**config.mk**
```make
export PLATFORM = sky130hd
export DESIGN_NAME = isotp_uds_request_sequencer
export DESIGN_NICKNAME = d
export VERILOG_FILES = /design/src/hdl/iurs_pkg.sv /design/src/hdl/isotp_uds_request_sequencer.sv /design/src/hdl/iurs_step.sv
export SDC_FILE = /design/constraint.sdc
export NUM_CORES = 1
export LEC_CHECK = 0
export BUFFER_PORTS_ARGS = -buffer_cell sky130_fd_sc_hd__buf_4
export CAP_MARGIN = 20
export CORE_ASPECT_RATIO = 0.7
export CORE_MARGIN = 2
export CORE_UTILIZATION = 30
export CTS_BUF_LIST = sky130_fd_sc_hd__clkbuf_4
export CTS_CLUSTER_DIAMETER = 120
export DETAILED_ROUTE_END_ITERATION = 6
export PLACE_DENSITY_LB_ADDON = 0.2
export SETUP_SLACK_MARGIN = 0.3
export SYNTH_ARGS = -nofsm -noshare
export SYNTH_HDL_FRONTEND = slang
export SYNTH_SLANG_ARGS = --single-unit
```
**constraint.sdc**
```tcl
create_clock -name clk -period 4 [get_ports clk]
set_input_delay 0.2 -clock clk [delete_from_list [all_inputs] [get_ports clk]]
set_output_delay 0.2 -clock clk [all_outputs]
set_load 0.02 [all_outputs]
```
**src/hdl/iurs_pkg.sv**
```systemverilog
// Package for the ISO-TP / UDS request sequencer.
// Beat payload types, phase and step codes, and size constants. No dependencies.
package iurs_pkg;

  localparam int unsigned MAX_PAYLOAD = 4095;

  localparam logic [11:0] SAT_LEN      = 12'hFFF;
  localparam logic [12:0] MAX_REQ_LEN  = 13'(MAX_PAYLOAD);
  localparam logic [12:0] SF_MAX_LEN   = 13'd7;
  localparam logic [11:0] NEG_HELD_MAX = 12'd3;
  localparam logic [7:0]  WAIT_LIMIT_RST = 8'd8;

  localparam logic [7:0] SID_DSC  = 8'h10;
  localparam logic [7:0] SID_ER   = 8'h11;
  localparam logic [7:0] SID_CC   = 8'h28;
  localparam logic [7:0] SID_TP   = 8'h3E;
  localparam logic [7:0] SID_CDTC = 8'h85;
  localparam logic [8:0] POS_OFFSET = 9'h040;
  localparam logic [7:0] NEG_SID  = 8'h7F;
  localparam logic [7:0] NRC_PENDING = 8'h78;

  typedef enum logic [0:0] {
    OP_START = 1'b0,
    OP_DONE  = 1'b1
  } op_t;

  typedef enum logic [1:0] {
    FS_CTS  = 2'd0,
    FS_WAIT = 2'd1,
    FS_OVFL = 2'd2,
    FS_RSVD = 2'd3
  } flow_t;

  typedef enum logic [2:0] {
    PH_IDLE   = 3'd0,
    PH_SF     = 3'd1,
    PH_FF     = 3'd2,
    PH_WAITFC = 3'd3,
    PH_CF     = 3'd4,
    PH_PEND   = 3'd5,
    PH_FC     = 3'd6
  } phase_t;

  typedef enum logic [2:0] {
    STEP_SF     = 3'd0,
    STEP_FF     = 3'd1,
    STEP_WAITFC = 3'd2,
    STEP_CF     = 3'd3,
    STEP_PEND   = 3'd4,
    STEP_FC     = 3'd5,
    STEP_DONE   = 3'd6
  } step_t;

  typedef enum logic [2:0] {
    ST_OK     = 3'd0,
    ST_OVFLW  = 3'd1,
    ST_UNEXP  = 3'd2,
    ST_WFT    = 3'd3,
    ST_SUBERR = 3'd4
  } stat_t;

  typedef struct packed {
    logic        op;
    logic [12:0] length;
    logic [7:0]  byte_a;
    logic [7:0]  byte_b;
    logic [7:0]  byte_c;
    logic        functional;
    logic [3:0]  sub_status;
    logic [1:0]  flow_status;
    logic [11:0] reply_bytes_held;
    logic [11:0] progress;
  } in_beat_t;

  typedef struct packed {
    logic [2:0] next_step;
    logic [2:0] status;
    logic [3:0] sub_error;
  } out_beat_t;

  typedef struct packed {
    phase_t      phase;
    logic [11:0] request_bytes;
    logic [7:0]  service_id;
    logic        suppress_positive;
    logic [11:0] reply_bytes_expected;
    logic [7:0]  wait_count;
  } seq_state_t;

endpackage

```
**src/hdl/isotp_uds_request_sequencer.sv**
```systemverilog
// Top level of the ISO-TP / UDS request sequencer: beat registers, sequence state,
// WAIT limit register. Depends on iurs_pkg and iurs_step.
//
// Usage:
//   in_valid/in_stall/in_data carry event beats: start of a request (op 0) or
//   completion of the current frame subtask (op 1). Each accepted beat gives
//   exactly one out_data beat on out_valid/out_stall: the next step to take,
//   a status and, on subtask failure, the echoed subtask error code.
//   cfg_we/cfg_wdata write the WAIT frame limit (reset value 8); write it only
//   while no beat is in flight.
//   A beat moves from the input register through the decision logic into the
//   output register. Throughput: one beat per cycle unless out_stall holds a full
//   output register, set by the single input register feeding the decision logic
//   and output register. Sequence state updates as the result enters the output
//   register, so consecutive beats see each other's effect without bubbles.
//   Reset (rst_n low, synchronous) empties both beat registers, returns the
//   sequence to idle and sets the WAIT limit to 8.
//   While out_stall holds a full output register, the input register keeps its
//   beat and in_stall rises once it is occupied; nothing is dropped.
module isotp_uds_request_sequencer (
  input  logic                 clk,
  input  logic                 rst_n,
  input  logic                 in_valid,
  output logic                 in_stall,
  input  iurs_pkg::in_beat_t   in_data,
  output logic                 out_valid,
  input  logic                 out_stall,
  output iurs_pkg::out_beat_t  out_data,
  input  logic                 cfg_we,
  input  logic [7:0]           cfg_wdata
);
  import iurs_pkg::*;

  localparam seq_state_t STATE_RST = '{
    phase:                PH_IDLE,
    request_bytes:        12'd0,
    service_id:           8'd0,
    suppress_positive:    1'b0,
    reply_bytes_expected: 12'd0,
    wait_count:           8'd0
  };

  logic       in_valid_r;
  logic       in_valid_nxt;
  in_beat_t   in_data_r;
  logic       out_valid_r;
  logic       out_valid_nxt;
  out_beat_t  out_data_r;
  out_beat_t  step_res;
  seq_state_t state_r;
  seq_state_t state_nxt;
  seq_state_t step_state;
  logic [7:0] wait_limit_r;
  logic       advance;
  logic       in_take;

  iurs_step u_step (
    .item       (in_data_r),
    .state      (state_r),
    .wait_limit (wait_limit_r),
    .result     (step_res),
    .state_nxt  (step_state)
  );

  assign advance  = in_valid_r && (!out_valid_r || !out_stall);
  assign in_stall = in_valid_r && !advance;
  assign in_take  = in_valid && !in_stall;

  always_comb begin
    in_valid_nxt  = in_take || (in_valid_r && !advance);
    out_valid_nxt = advance || (out_valid_r && out_stall);
    state_nxt     = advance ? step_state : state_r;
  end

  always_ff @(posedge clk) begin
    if (!rst_n) begin
      in_valid_r   <= 1'b0;
      out_valid_r  <= 1'b0;
      state_r      <= STATE_RST;
      wait_limit_r <= WAIT_LIMIT_RST;
    end else begin
      in_valid_r  <= in_valid_nxt;
      out_valid_r <= out_valid_nxt;
      state_r     <= state_nxt;
      if (cfg_we) begin
        wait_limit_r <= cfg_wdata;
      end
    end
  end

  always_ff @(posedge clk) begin
    if (in_take) begin
      in_data_r <= in_data;
    end
    if (advance) begin
      out_data_r <= step_res;
    end
  end

  assign out_valid = out_valid_r;
  assign out_data  = out_data_r;

  a_done_to_idle: assert property (@(posedge clk) disable iff (!rst_n)
    advance && step_res.next_step == STEP_DONE |=> state_r.phase == PH_IDLE)
    else $error("sequence not idle after finish");

  a_status_only_done: assert property (@(posedge clk) disable iff (!rst_n)
    out_valid_r && out_data_r.status != ST_OK |-> out_data_r.next_step == STEP_DONE)
    else $error("nonzero status without finish");

  a_sub_error_tag: assert property (@(posedge clk) disable iff (!rst_n)
    out_valid_r && out_data_r.sub_error != 4'd0 |-> out_data_r.status == ST_SUBERR)
    else $error("sub_error without subtask error status");

  a_stall_cause: assert property (@(posedge clk) disable iff (!rst_n)
    in_stall |-> out_valid_r && out_stall)
    else $error("input stalled with free output register");

  a_state_hold: assert property (@(posedge clk) disable iff (!rst_n)
    !advance && !$past(!rst_n) |=> $stable(state_r))
    else $error("sequence state moved without a beat");

endmodule

```
**src/hdl/iurs_step.sv**
```systemverilog
// Next-step decision for one beat: combinational from the held beat and sequence state.
// Depends on iurs_pkg.
module iurs_step (
  input  iurs_pkg::in_beat_t   item,
  input  iurs_pkg::seq_state_t state,
  input  logic [7:0]           wait_limit,
  output iurs_pkg::out_beat_t  result,
  output iurs_pkg::seq_state_t state_nxt
);
  import iurs_pkg::*;

  logic [7:0]  b0;
  logic [7:0]  b1;
  logic [7:0]  b2;
  logic [11:0] rlen;
  logic        svc_suppr;
  step_t       cls_step;
  stat_t       cls_stat;
  phase_t      cls_phase;
  step_t       step;
  stat_t       stat;
  logic [3:0]  sub_err;

  assign b0   = (item.reply_bytes_held >= 12'd1) ? item.byte_a : 8'h00;
  assign b1   = (item.reply_bytes_held >= 12'd2) ? item.byte_b : 8'h00;
  assign b2   = (item.reply_bytes_held >= 12'd3) ? item.byte_c : 8'h00;
  assign rlen = item.length[12] ? SAT_LEN : item.length[11:0];

  assign svc_suppr = (item.byte_a == SID_DSC) || (item.byte_a == SID_ER) ||
                     (item.byte_a == SID_CC) || (item.byte_a == SID_TP) ||
                     (item.byte_a == SID_CDTC);

  // reply classification
  always_comb begin
    cls_step  = STEP_DONE;
    cls_stat  = ST_OK;
    cls_phase = PH_IDLE;
    priority if (item.length > SF_MAX_LEN) begin
      cls_step  = STEP_FC;
      cls_phase = PH_FC;
    end else if ({1'b0, b0} == ({1'b0, state.service_id} + POS_OFFSET)) begin
      cls_stat = ST_OK;
    end else if (b0 != NEG_SID || b1 != state.service_id ||
                 item.reply_bytes_held > NEG_HELD_MAX) begin
      cls_stat = ST_UNEXP;
    end else if (b2 != NRC_PENDING) begin
      cls_stat = ST_OK;
    end else begin
      cls_step  = STEP_PEND;
      cls_phase = PH_PEND;
    end
  end

  always_comb begin
    state_nxt = state;
    step      = STEP_DONE;
    stat      = ST_OK;
    sub_err   = 4'd0;
    if (item.op == OP_START) begin
      state_nxt.service_id           = item.byte_a;
      state_nxt.suppress_positive    = svc_suppr & item.byte_b[7];
      state_nxt.wait_count           = 8'd0;
      state_nxt.reply_bytes_expected = 12'd0;
      state_nxt.request_bytes        = item.length[12] ? SAT_LEN : item.length[11:0];
      priority if (item.length > MAX_REQ_LEN) begin
        stat = ST_OVFLW;
        state_nxt.phase = PH_IDLE;
      end else if (item.length > SF_MAX_LEN) begin
        if (item.functional) begin
          stat = ST_OVFLW;
          state_nxt.phase = PH_IDLE;
        end else begin
          step = STEP_FF;
          state_nxt.phase = PH_FF;
        end
      end else begin
        step = STEP_SF;
        state_nxt.phase = PH_SF;
      end
    end else if (state.phase == PH_IDLE) begin
      stat = ST_UNEXP;
    end else if (item.sub_status != 4'd0) begin
      stat    = ST_SUBERR;
      sub_err = item.sub_status;
      state_nxt.phase = PH_IDLE;
    end else begin
      unique case (state.phase)
        PH_SF, PH_PEND: begin
          state_nxt.reply_bytes_expected = rlen;
          if (state.suppress_positive && state.phase == PH_SF) begin
            state_nxt.phase = PH_IDLE;
          end else begin
            step = cls_step;
            stat = cls_stat;
            state_nxt.phase = cls_phase;
          end
        end
        PH_FF, PH_WAITFC: begin
          priority case (item.flow_status)
            FS_CTS: begin
              step = STEP_CF;
              state_nxt.phase = PH_CF;
            end
            FS_WAIT: begin
              if (state.wait_count >= wait_limit) begin
                stat = ST_WFT;
                state_nxt.phase = PH_IDLE;
              end else begin
                state_nxt.wait_count = state.wait_count + 8'd1;
                step = STEP_WAITFC;
                state_nxt.phase = PH_WAITFC;
              end
            end
            default: begin
              stat = ST_OVFLW;
              state_nxt.phase = PH_IDLE;
            end
          endcase
        end
        PH_CF: begin
          state_nxt.reply_bytes_expected = rlen;
          if (item.progress < state.request_bytes) begin
            step = STEP_CF;
            state_nxt.phase = PH_CF;
          end else if (state.suppress_positive) begin
            state_nxt.phase = PH_IDLE;
          end else begin
            step = cls_step;
            stat = cls_stat;
            state_nxt.phase = cls_phase;
          end
        end
        PH_FC: begin
          if (item.progress >= state.reply_bytes_expected) begin
            state_nxt.phase = PH_IDLE;
          end else begin
            step = STEP_FC;
            state_nxt.phase = PH_FC;
          end
        end
        default: begin
          stat = ST_UNEXP;
          state_nxt.phase = PH_IDLE;
        end
      endcase
    end
  end

  assign result.next_step = step;
  assign result.status    = stat;
  assign result.sub_error = sub_err;

endmodule

```
# ---- After elaboration in Yosys (flattened, before gate mapping)
# Cells that the tools add are included.
dict set report totals {
  wordCells 147
  out_inout_bits 12
  input_bits 82
  register_bits 133
}
dict set report op_classes {
  mux 60
  magnitude_cmp 9
  n_eq_ne 22
  n_bitwise 3
  addsub 2
  n_reduce_logical 29
}
# op count
set ops {}
lappend ops {{2-to-1 mux 3 bit} 35}
lappend ops {{2-to-1 mux 20 bit} 3}
lappend ops {{2-to-1 mux 8 bit} 6}
lappend ops {{one-hot mux 3 bit (4 select lines)} 3}
lappend ops {{greater-or-equal comparator 12 x 2 -> 1 bit (second input constant)} 2}
lappend ops {{2-to-1 mux 12 bit} 2}
lappend ops {{one-hot mux 3 bit (2 select lines)} 3}
lappend ops {{== test 8 x 5 -> 1 bit (second input constant)} 2}
lappend ops {{== test 8 x 6 -> 1 bit (second input constant)} 2}
lappend ops {{!= test 8 x 7 -> 1 bit (second input constant)} 2}
lappend ops {{2-to-1 mux 2 bit} 7}
lappend ops {{> comparator 13 x 12 -> 1 bit (second input constant)} 1}
lappend ops {{> comparator 13 x 3 -> 1 bit (second input constant)} 1}
lappend ops {{greater-or-equal comparator 12 x 1 -> 1 bit (second input constant)} 1}
lappend ops {{greater-or-equal comparator 12 bit} 1}
lappend ops {{> comparator 12 x 2 -> 1 bit (second input constant)} 1}
lappend ops {{less-than comparator 12 bit} 1}
lappend ops {{adder 8 x 7 -> 9 bit (second input constant)} 1}
lappend ops {{== test 3 bit (second input constant)} 3}
lappend ops {{== test 8 x 9 -> 1 bit} 1}
lappend ops {{logical OR 1 bit} 9}
lappend ops {{adder 8 x 1 -> 8 bit (second input constant)} 1}
lappend ops {{== test 8 bit (second input constant)} 1}
lappend ops {{greater-or-equal comparator 8 bit} 1}
lappend ops {{other kinds (19)} 35}

# ---- Logic depth before layout (Yosys ltp)
# Gate-level depths: netlist of run 1.
dict set report depth {
  ltp_word 14
  ltp_mapped 10
  ltp_nobuf 9
}

# ---- By module
# A second synthesis of run 1 with hierarchy kept.
dict set report unflattened {
  hier_cells 686
  hier_area_um2 6967.9
}
# mod seq_area_each_um2 area_each_um2 cells_each n_inst
set modules_own_cells {}
lappend modules_own_cells {isotp_uds_request_sequencer 3453.3 4549.4 304 1}
lappend modules_own_cells {iurs_step 0.0 2418.6 382 1}

# ---- Worst setup path after synthesis of run 1
# OpenSTA, ideal clock, no wires.
dict set report synth_path {
  path_kind {register to register}
  startpoint {register out_valid_r, in the netlist out_valid}
  endpoint {register in_data_r[0] in the netlist's numbering, enable pin}
  n_path_buf 0
  period_less_slack_ns 4.242
  setup_slack_ns -0.242
  t_required_ns 3.497
  path_stages_with_launch 3
  arrival_ns 3.738
  setup_time_ns 0.503
  path_cell_list {dfxtp_1 -> and3_1 -> nor2b_1}
}
dict set report synth_between {
  elab_chain_cells 7
}
# item line
set synth_lines {}
lappend synth_lines {{from (decl)} isotp_uds_request_sequencer.sv:46} ;# logic out_valid_r;
lappend synth_lines {{from (signal assigned)} isotp_uds_request_sequencer.sv:83} ;# out_valid_r <= out_valid_nxt;
lappend synth_lines {{zero test 1 bit} isotp_uds_request_sequencer.sv:65} ;# assign advance = in_valid_r && (!out_valid_r || !out_stall);
lappend synth_lines {{logical OR 1 bit} isotp_uds_request_sequencer.sv:65}
lappend synth_lines {{logical AND 1 bit} isotp_uds_request_sequencer.sv:65}
lappend synth_lines {{zero test 1 bit} isotp_uds_request_sequencer.sv:66} ;# assign in_stall = in_valid_r && !advance;
lappend synth_lines {{logical AND 1 bit} isotp_uds_request_sequencer.sv:66}
lappend synth_lines {{net in_stall} isotp_uds_request_sequencer.sv:24} ;# output logic in_stall,
lappend synth_lines {{zero test 1 bit} isotp_uds_request_sequencer.sv:67} ;# assign in_take = in_valid && !in_stall;
lappend synth_lines {{logical AND 1 bit} isotp_uds_request_sequencer.sv:67}
lappend synth_lines {{net in_take} isotp_uds_request_sequencer.sv:55} ;# logic in_take;
lappend synth_lines {{to (signal assigned)} isotp_uds_request_sequencer.sv:93} ;# in_data_r <= in_data;
lappend synth_lines {{to (decl)} isotp_uds_request_sequencer.sv:45} ;# in_beat_t in_data_r;
# The timed path passes the listed nets, and every way through them passes these cells.
# A chain may end at the register's enable or synchronous reset.

==> results of run 1 <==
tightest hold or removal path, stage by stage:
cell and delay (ns):
buf_4 0.17, mux2i_1 0.09, nor2b_1 0.10
per-stage QoR:
stage | hold WS, ns | power (uW)
final | 0.04927 | 2870
after global routing | 0.02306 | 3008
after CTS | 0.001829 | 2909
after detailed placement | 0.3794 | 1878
after global placement | 0.3785 | 1870
after floorplan | 0.2989 | 1742
flip-flops by register name, indices dropped and copies added, names as in the netlist:
| name | flops |
|---|---|
| out_data | 10 |
| out_valid | 1 |
| state_r | 44 |
| in_valid_r | 1 |
| wait_limit_r | 8 |
| in_data_r | 69 |
final timing paths:
kind | slack, ns | to | cells past startpoint | startpoint
hold / removal | 0.05 | wait_limit_r[5]$_SDFFE_PN0P_ | 3 | cfg_we
setup reg to reg | 0.94 | out_data[8]$_DFFE_PP_ | 7 | in_data_r[19]$_DFFE_PP_
setup / recovery | 0.94 | out_data[8]$_DFFE_PP_ | 7 | in_data_r[19]$_DFFE_PP_
hold reg to reg | 0.48 | state_r[8]$_SDFFE_PN0P_ | 2 | state_r[8]$_SDFFE_PN0P_
routing by layer:
metal | wire [um] | vias up | track usage [%]
met2 | 7006 | 160 | 22.47
met5 | 0 | - | 0
li1 | - | 2608 | -
met3 | 1019 | 12 | 3.237
met1 | 8776 | 2465 | 22.84
met4 | 117 | 0 | 4.017
area by class of cell:
type | count | share of cell area, %
clock buffer | 18 | 1.589
clock inverter | 14 | 1.883
inverter | 43 | 1.898
multi-input combinational | 408 | 31.85
sequential | 133 | 40.60
tap | 276 | 4.060
timing repair buffer | 178 | 18.12
power by group:
part / internal [uW] / switching (uW) / total, uW
Sequential: 1520 / 52.9 / 1570
Combinational: 183 / 152 / 335
Clock: 436 / 524 / 960
Total: 2140 / 729 / 2870
cells by family (layout without fill, tap and decap cells):
logic type      count (synthesis)  count (layout)  synth area share [%]
mux                             8               8                 1.247
flops                         133             133                 53.77
buf+inv                        71             253                 4.169
fa+ha+maj                      33              33                 6.429
xor+xnor                        3               3                0.4092
compound gates                139             139                 14.77
simple gates                  225             225                 19.21
layout by cell type, fill, tap and decap left out, types with 14 or more instances in the layout:
| master | instances |
|---|---|
| buf_4 | 96 |
| dlygate4sd3_1 | 82 |
| edfxtp_1 | 79 |
| dfxtp_1 | 54 |
| nand2_1 | 53 |
| inv_1 | 43 |
| ha_1 | 33 |
| nor2_1 | 31 |
| o21ai_0 | 29 |
| nor3_1 | 22 |
| a21oi_1 | 20 |
| a21boi_0 | 20 |
| clkbuf_4 | 18 |
| nand3_1 | 15 |
| o211ai_1 | 14 |
| nor2b_1 | 14 |
cell usage after synthesis, types with 2 or more instances:
cell / n
a211o_1: 4
a211oi_1: 11
a211oi_2: 2
a21boi_0: 20
a21oi_1: 20
a221oi_1: 2
a22o_1: 2
a31oi_1: 5
and2_1: 7
and3_1: 8
clkbuf_1: 27
dfxtp_1: 54
edfxtp_1: 79
ha_1: 33
inv_1: 43
mux2i_1: 8
nand2_1: 53
nand2b_1: 11
nand3_1: 15
nand4_1: 6
nand4b_1: 2
nor2_1: 31
nor2b_1: 15
nor3_1: 22
nor3b_1: 11
nor4_1: 11
nor4b_1: 7
nor4bb_1: 2
o211ai_1: 14
o21a_1: 4
o21ai_0: 29
o21ai_1: 2
o22ai_1: 5
o31ai_1: 5
or2_2: 5
or3_1: 6
or4_1: 5
or4_4: 2
or4b_1: 3
xnor2_1: 2
==> flow_metrics.tcl, run 1 <==
set metrics [dict create \
    viasPerCell 4.902 \
    grt_pass1_vias 5072 \
    regArea_um2 3453 \
    worst_pin_slew_ns 0.9552 \
    antenna_cells 0 \
    cts_setup_buffers 0 \
    cts_num_sinks 133 \
    rsz0062_at_grt "no" \
    antenna_found_initial 0 \
    min_period_over_period_pct 76.41 \
    path_class "register to register" \
    synth-edff-count 79 \
    cts.htree.levels 4 \
    ctsLongestPathBuffers 2 \
    finalSetupTns_ns 0 \
    synth_cell_type_count 59 \
    nets 896 \
    min_path_type "input pin to register" \
    synthCells 612 \
    slowest_stage "or4_4" \
    cap_violations 0 \
    wirelength_mm 16.92 \
    fmax_mhz 327.2 \
    insertion_delay_ns 0.54 \
    firstDrtPassIters 5 \
    placed_area_um2 7390 \
    core_area_um2 20870 \
    cts-resized-gates 0 \
    rows 44 \
    grt_usage_pct 15.35 \
    synth_top_area_share_pct 36.94 \
    syn_area_per_cell_um2 10.49 \
    hold_viol_final 0 \
    synth_nets 727 \
    ant_nets 0 \
    dp_hpwl_mm 11.88 \
    grt_start_max_net_pins 70 \
    ys_ff_latch 133 \
    die_area_um2 22610 \
    power.leakage_uw 0.003111 \
    final.setup_skew_ns 0.01613 \
    crit_required_ns 4.30 \
    cp.arrival_ns 3.35 \
    drtIter0Drc 338 \
    hold_buffers 82 \
    io_buffers 93 \
    min_period_ns 3.056 \
    overflow 0 \
    p_per_area_nw_per_um2 337.4 \
    postLayoutCellArea_um2 8506 \
    async_reset_ff_share_pct 0 \
    dp_slack_ns 1.052 \
    synthFlopType "edfxtp_1" \
    multi_input_comb_area_um2 2709 \
    drc 0 \
    wl_per_cell_um 15.81 \
    dieWidth_um 178.9 \
    cp_common_cell "nor4b_1" \
    start_util_pct 30.78 \
    irDropWorstVdd_uv 152.4 \
    critPathTopFamily "simple AND/OR/NAND/NOR gates" \
    die_y_um 126.4 \
    path_cells "or4_4, nor4_2, nor4b_1, o21ai_1, nor4b_1, a31oi_1, a211o_1" \
    end_kind "register" \
    worstPathMaxFanout 5 \
    grt_pass1_wl_mm 26.67 \
    dr_total_vias 5245 \
    drv_slew 0 \
    max_stage_delay_ns 0.58 \
    outcome "finished clean" \
    finalSetupViolations 0 \
    cts.clk_slew.worst_paths_ns 0.12 \
    ios 94 \
    gp_congestion 0.8643 \
    cp-start-kind "register" \
    fin_ws_ns 0.9437 \
    syn_area_um2 6422 \
    drive_above_1_share_pct 17.76 \
    cts-root-buf "clkbuf_4" \
    fillCellCount 2023 \
    dp_cells 956 \
    area_growth_pct 32.44 \
    crit_buf_inv 0 \
    cts_buffers 17 \
    max_slew_margin_pct 36.17 \
    synth_top_area_cell "edfxtp_1" \
    final_cells 1070 \
    synth_area_leaders "edfxtp_1 (37%), dfxtp_1 (17%), ha_1 (6.4%)" \
    cts_tree "done" \
    seq_area_frac_synth_pct 53.77 \
    final_core_util_pct 40.77 \
    yosys_warnings 0 \
]
(Power assumes the default switching activity.)
==> run 2: changes to the inputs <==
Clock period 4 ns to 3 ns, I/O delays scaled along.
==> flow_metrics.tcl, run 2 (synthesis results as in run 1) <==
set metrics [dict create \
    nets 919 \
    end_kind "register" \
    io_buffers 93 \
    grt_usage_pct 15.81 \
    area_growth_pct 38.48 \
    crit_required_ns 3.37 \
    fmax_mhz 368.9 \
    rows 44 \
    largest_register "in_data_r" \
    die_area_um2 22610 \
    grt_start_max_net_pins 52 \
    grtUsageMet1_pct 23.74 \
    dp_hpwl_mm 12.05 \
    path_class "register to register" \
    grt_busiest_layer "met1" \
    core_area_um2 20870 \
    gp_congestion 0.8482 \
    gr-usage-met2_pct 22.44 \
    antenna_cells 0 \
    die_y_um 126.4 \
    finalSetupTns_ns 0 \
    overflow 0 \
    layout_common_cells "buf_4 (113), dlygate4sd3_1 (88), edfxtp_1 (79)" \
    irDropWorstVdd_uv 274.8 \
    cts_buffers 17 \
    cp-start-kind "register" \
    drv_slew 0 \
    multi_input_comb_area_um2 2861 \
    largest_reg_flops 69 \
    final.setup_skew_ns 0.01869 \
    p_per_area_nw_per_um2 451.7 \
    min_period_over_period_pct 90.37 \
    drive_above_1_share_pct 21.42 \
    cts.htree.levels 4 \
    rsz0062_at_grt "yes" \
    power.leakage_uw 0.003262 \
    wirelength_mm 17.26 \
    cts_tree "done" \
    drtIter0Drc 345 \
    drc 0 \
    grt_use_met3_pct 4.137 \
    grt_pass1_wl_mm 27.55 \
    final_common_cell "buf_4" \
    ctsLongestPathBuffers 2 \
    cts.clk_slew.worst_paths_ns 0.13 \
    dieWidth_um 178.9 \
    cp.arrival_ns 3.09 \
    fin_ws_ns 0.2890 \
    max_slew_margin_pct 51.46 \
    worstPathMaxFanout 8 \
    min_period_ns 2.711 \
    worst_pin_slew_ns 0.7214 \
    ios 94 \
    viasPerCell 4.857 \
    firstDrtPassIters 5 \
    grt_pass1_vias 5226 \
    wl_per_cell_um 15.79 \
    ant_nets 0 \
    insertion_delay_ns 0.55 \
    cts-root-buf "clkbuf_4" \
    finalSetupViolations 0 \
    cap_violations 0 \
    start_util_pct 30.78 \
    min_path_type "input pin to register" \
    hold_viol_final 0 \
    fillCellCount 2008 \
    dp_slack_ns 0.1631 \
    outcome "finished clean" \
    dr_total_vias 5309 \
    cts_num_sinks 133 \
    regArea_um2 3453 \
    antenna_found_initial 0 \
]
[run 2: final cells by class]
cell class	instances	area share, %
inverter	43	1.815
clock inverter	14	2.335
clock buffer	18	1.519
tap	276	3.883
sequential	133	38.83
multi-input combinational	408	32.17
timing repair buffer	201	19.44
[run 2: layer usage]
metal	part of all wire (%)	vias to the layer above	wire, um
li1	-	2646	-
met1	53	2503	9164
met2	42	144	7171
met3	4.6	16	798
met4	0.74	0	127
met5	0	-	0
[run 2: timing repair]
action / in CTS / in global routing
resized for setup: 9 / 17
buffers inserted: 1 / 4
endpoints found under the setup margin: 5 / 7
pin swaps: 7 / 11
hold endpoints to repair: 79 / 0
hold buffers: 88 / 0
gates cloned: 0 / 0
[run 2: where the power goes]
| part | switching [uW] | internal (uW) |
|---|---|---|
| combinational | 223 | 267 |
| clock | 684 | 748 |
| sequential | 67.5 | 2030 |
| total | 974 | 3040 |
[run 2: worst max-delay path, cell delays in order, from the launching register on]
cell      delay, ns
edfxtp_1       0.38
or4_4          0.57
or4b_4         0.62
a211oi_4       0.30
a21oi_2        0.07
a31oi_2        0.23
o311ai_2       0.14
a221oi_2       0.23
[run 2: worst paths after layout]
| path | startpoint | endpoint | slack [ns] | cells after the start |
|---|---|---|---|---|
| max | in_data_r[19]$_DFFE_PP_ | out_data[5]$_SDFFCE_PN0P_ | 0.29 | 7 |
| max reg2reg | in_data_r[19]$_DFFE_PP_ | out_data[5]$_SDFFCE_PN0P_ | 0.29 | 7 |
| min reg2reg | state_r[9]$_SDFFE_PN0P_ | state_r[9]$_SDFFE_PN0P_ | 0.47 | 2 |
| min | rst_n | state_r[12]$_SDFFE_PN0P_ | 0.07 | 2 |
[run 2: stage by stage]
step	util (%)	instance area, um^2	power [uW]	hold WS, ns	std cells
6_report	42.62	8894	4017	0.07261	1093
5_1_grt	42.62	8894	4213	0.03596	1093
4_1_cts	41.98	8758	4049	0.03675	1089
3_5_place_dp	35.85	7480	2511	0.3294	968
3_3_place_gp	35.85	7480	2501	0.3280	968
2_1_floorplan	-	6430	2322	0.2489	612
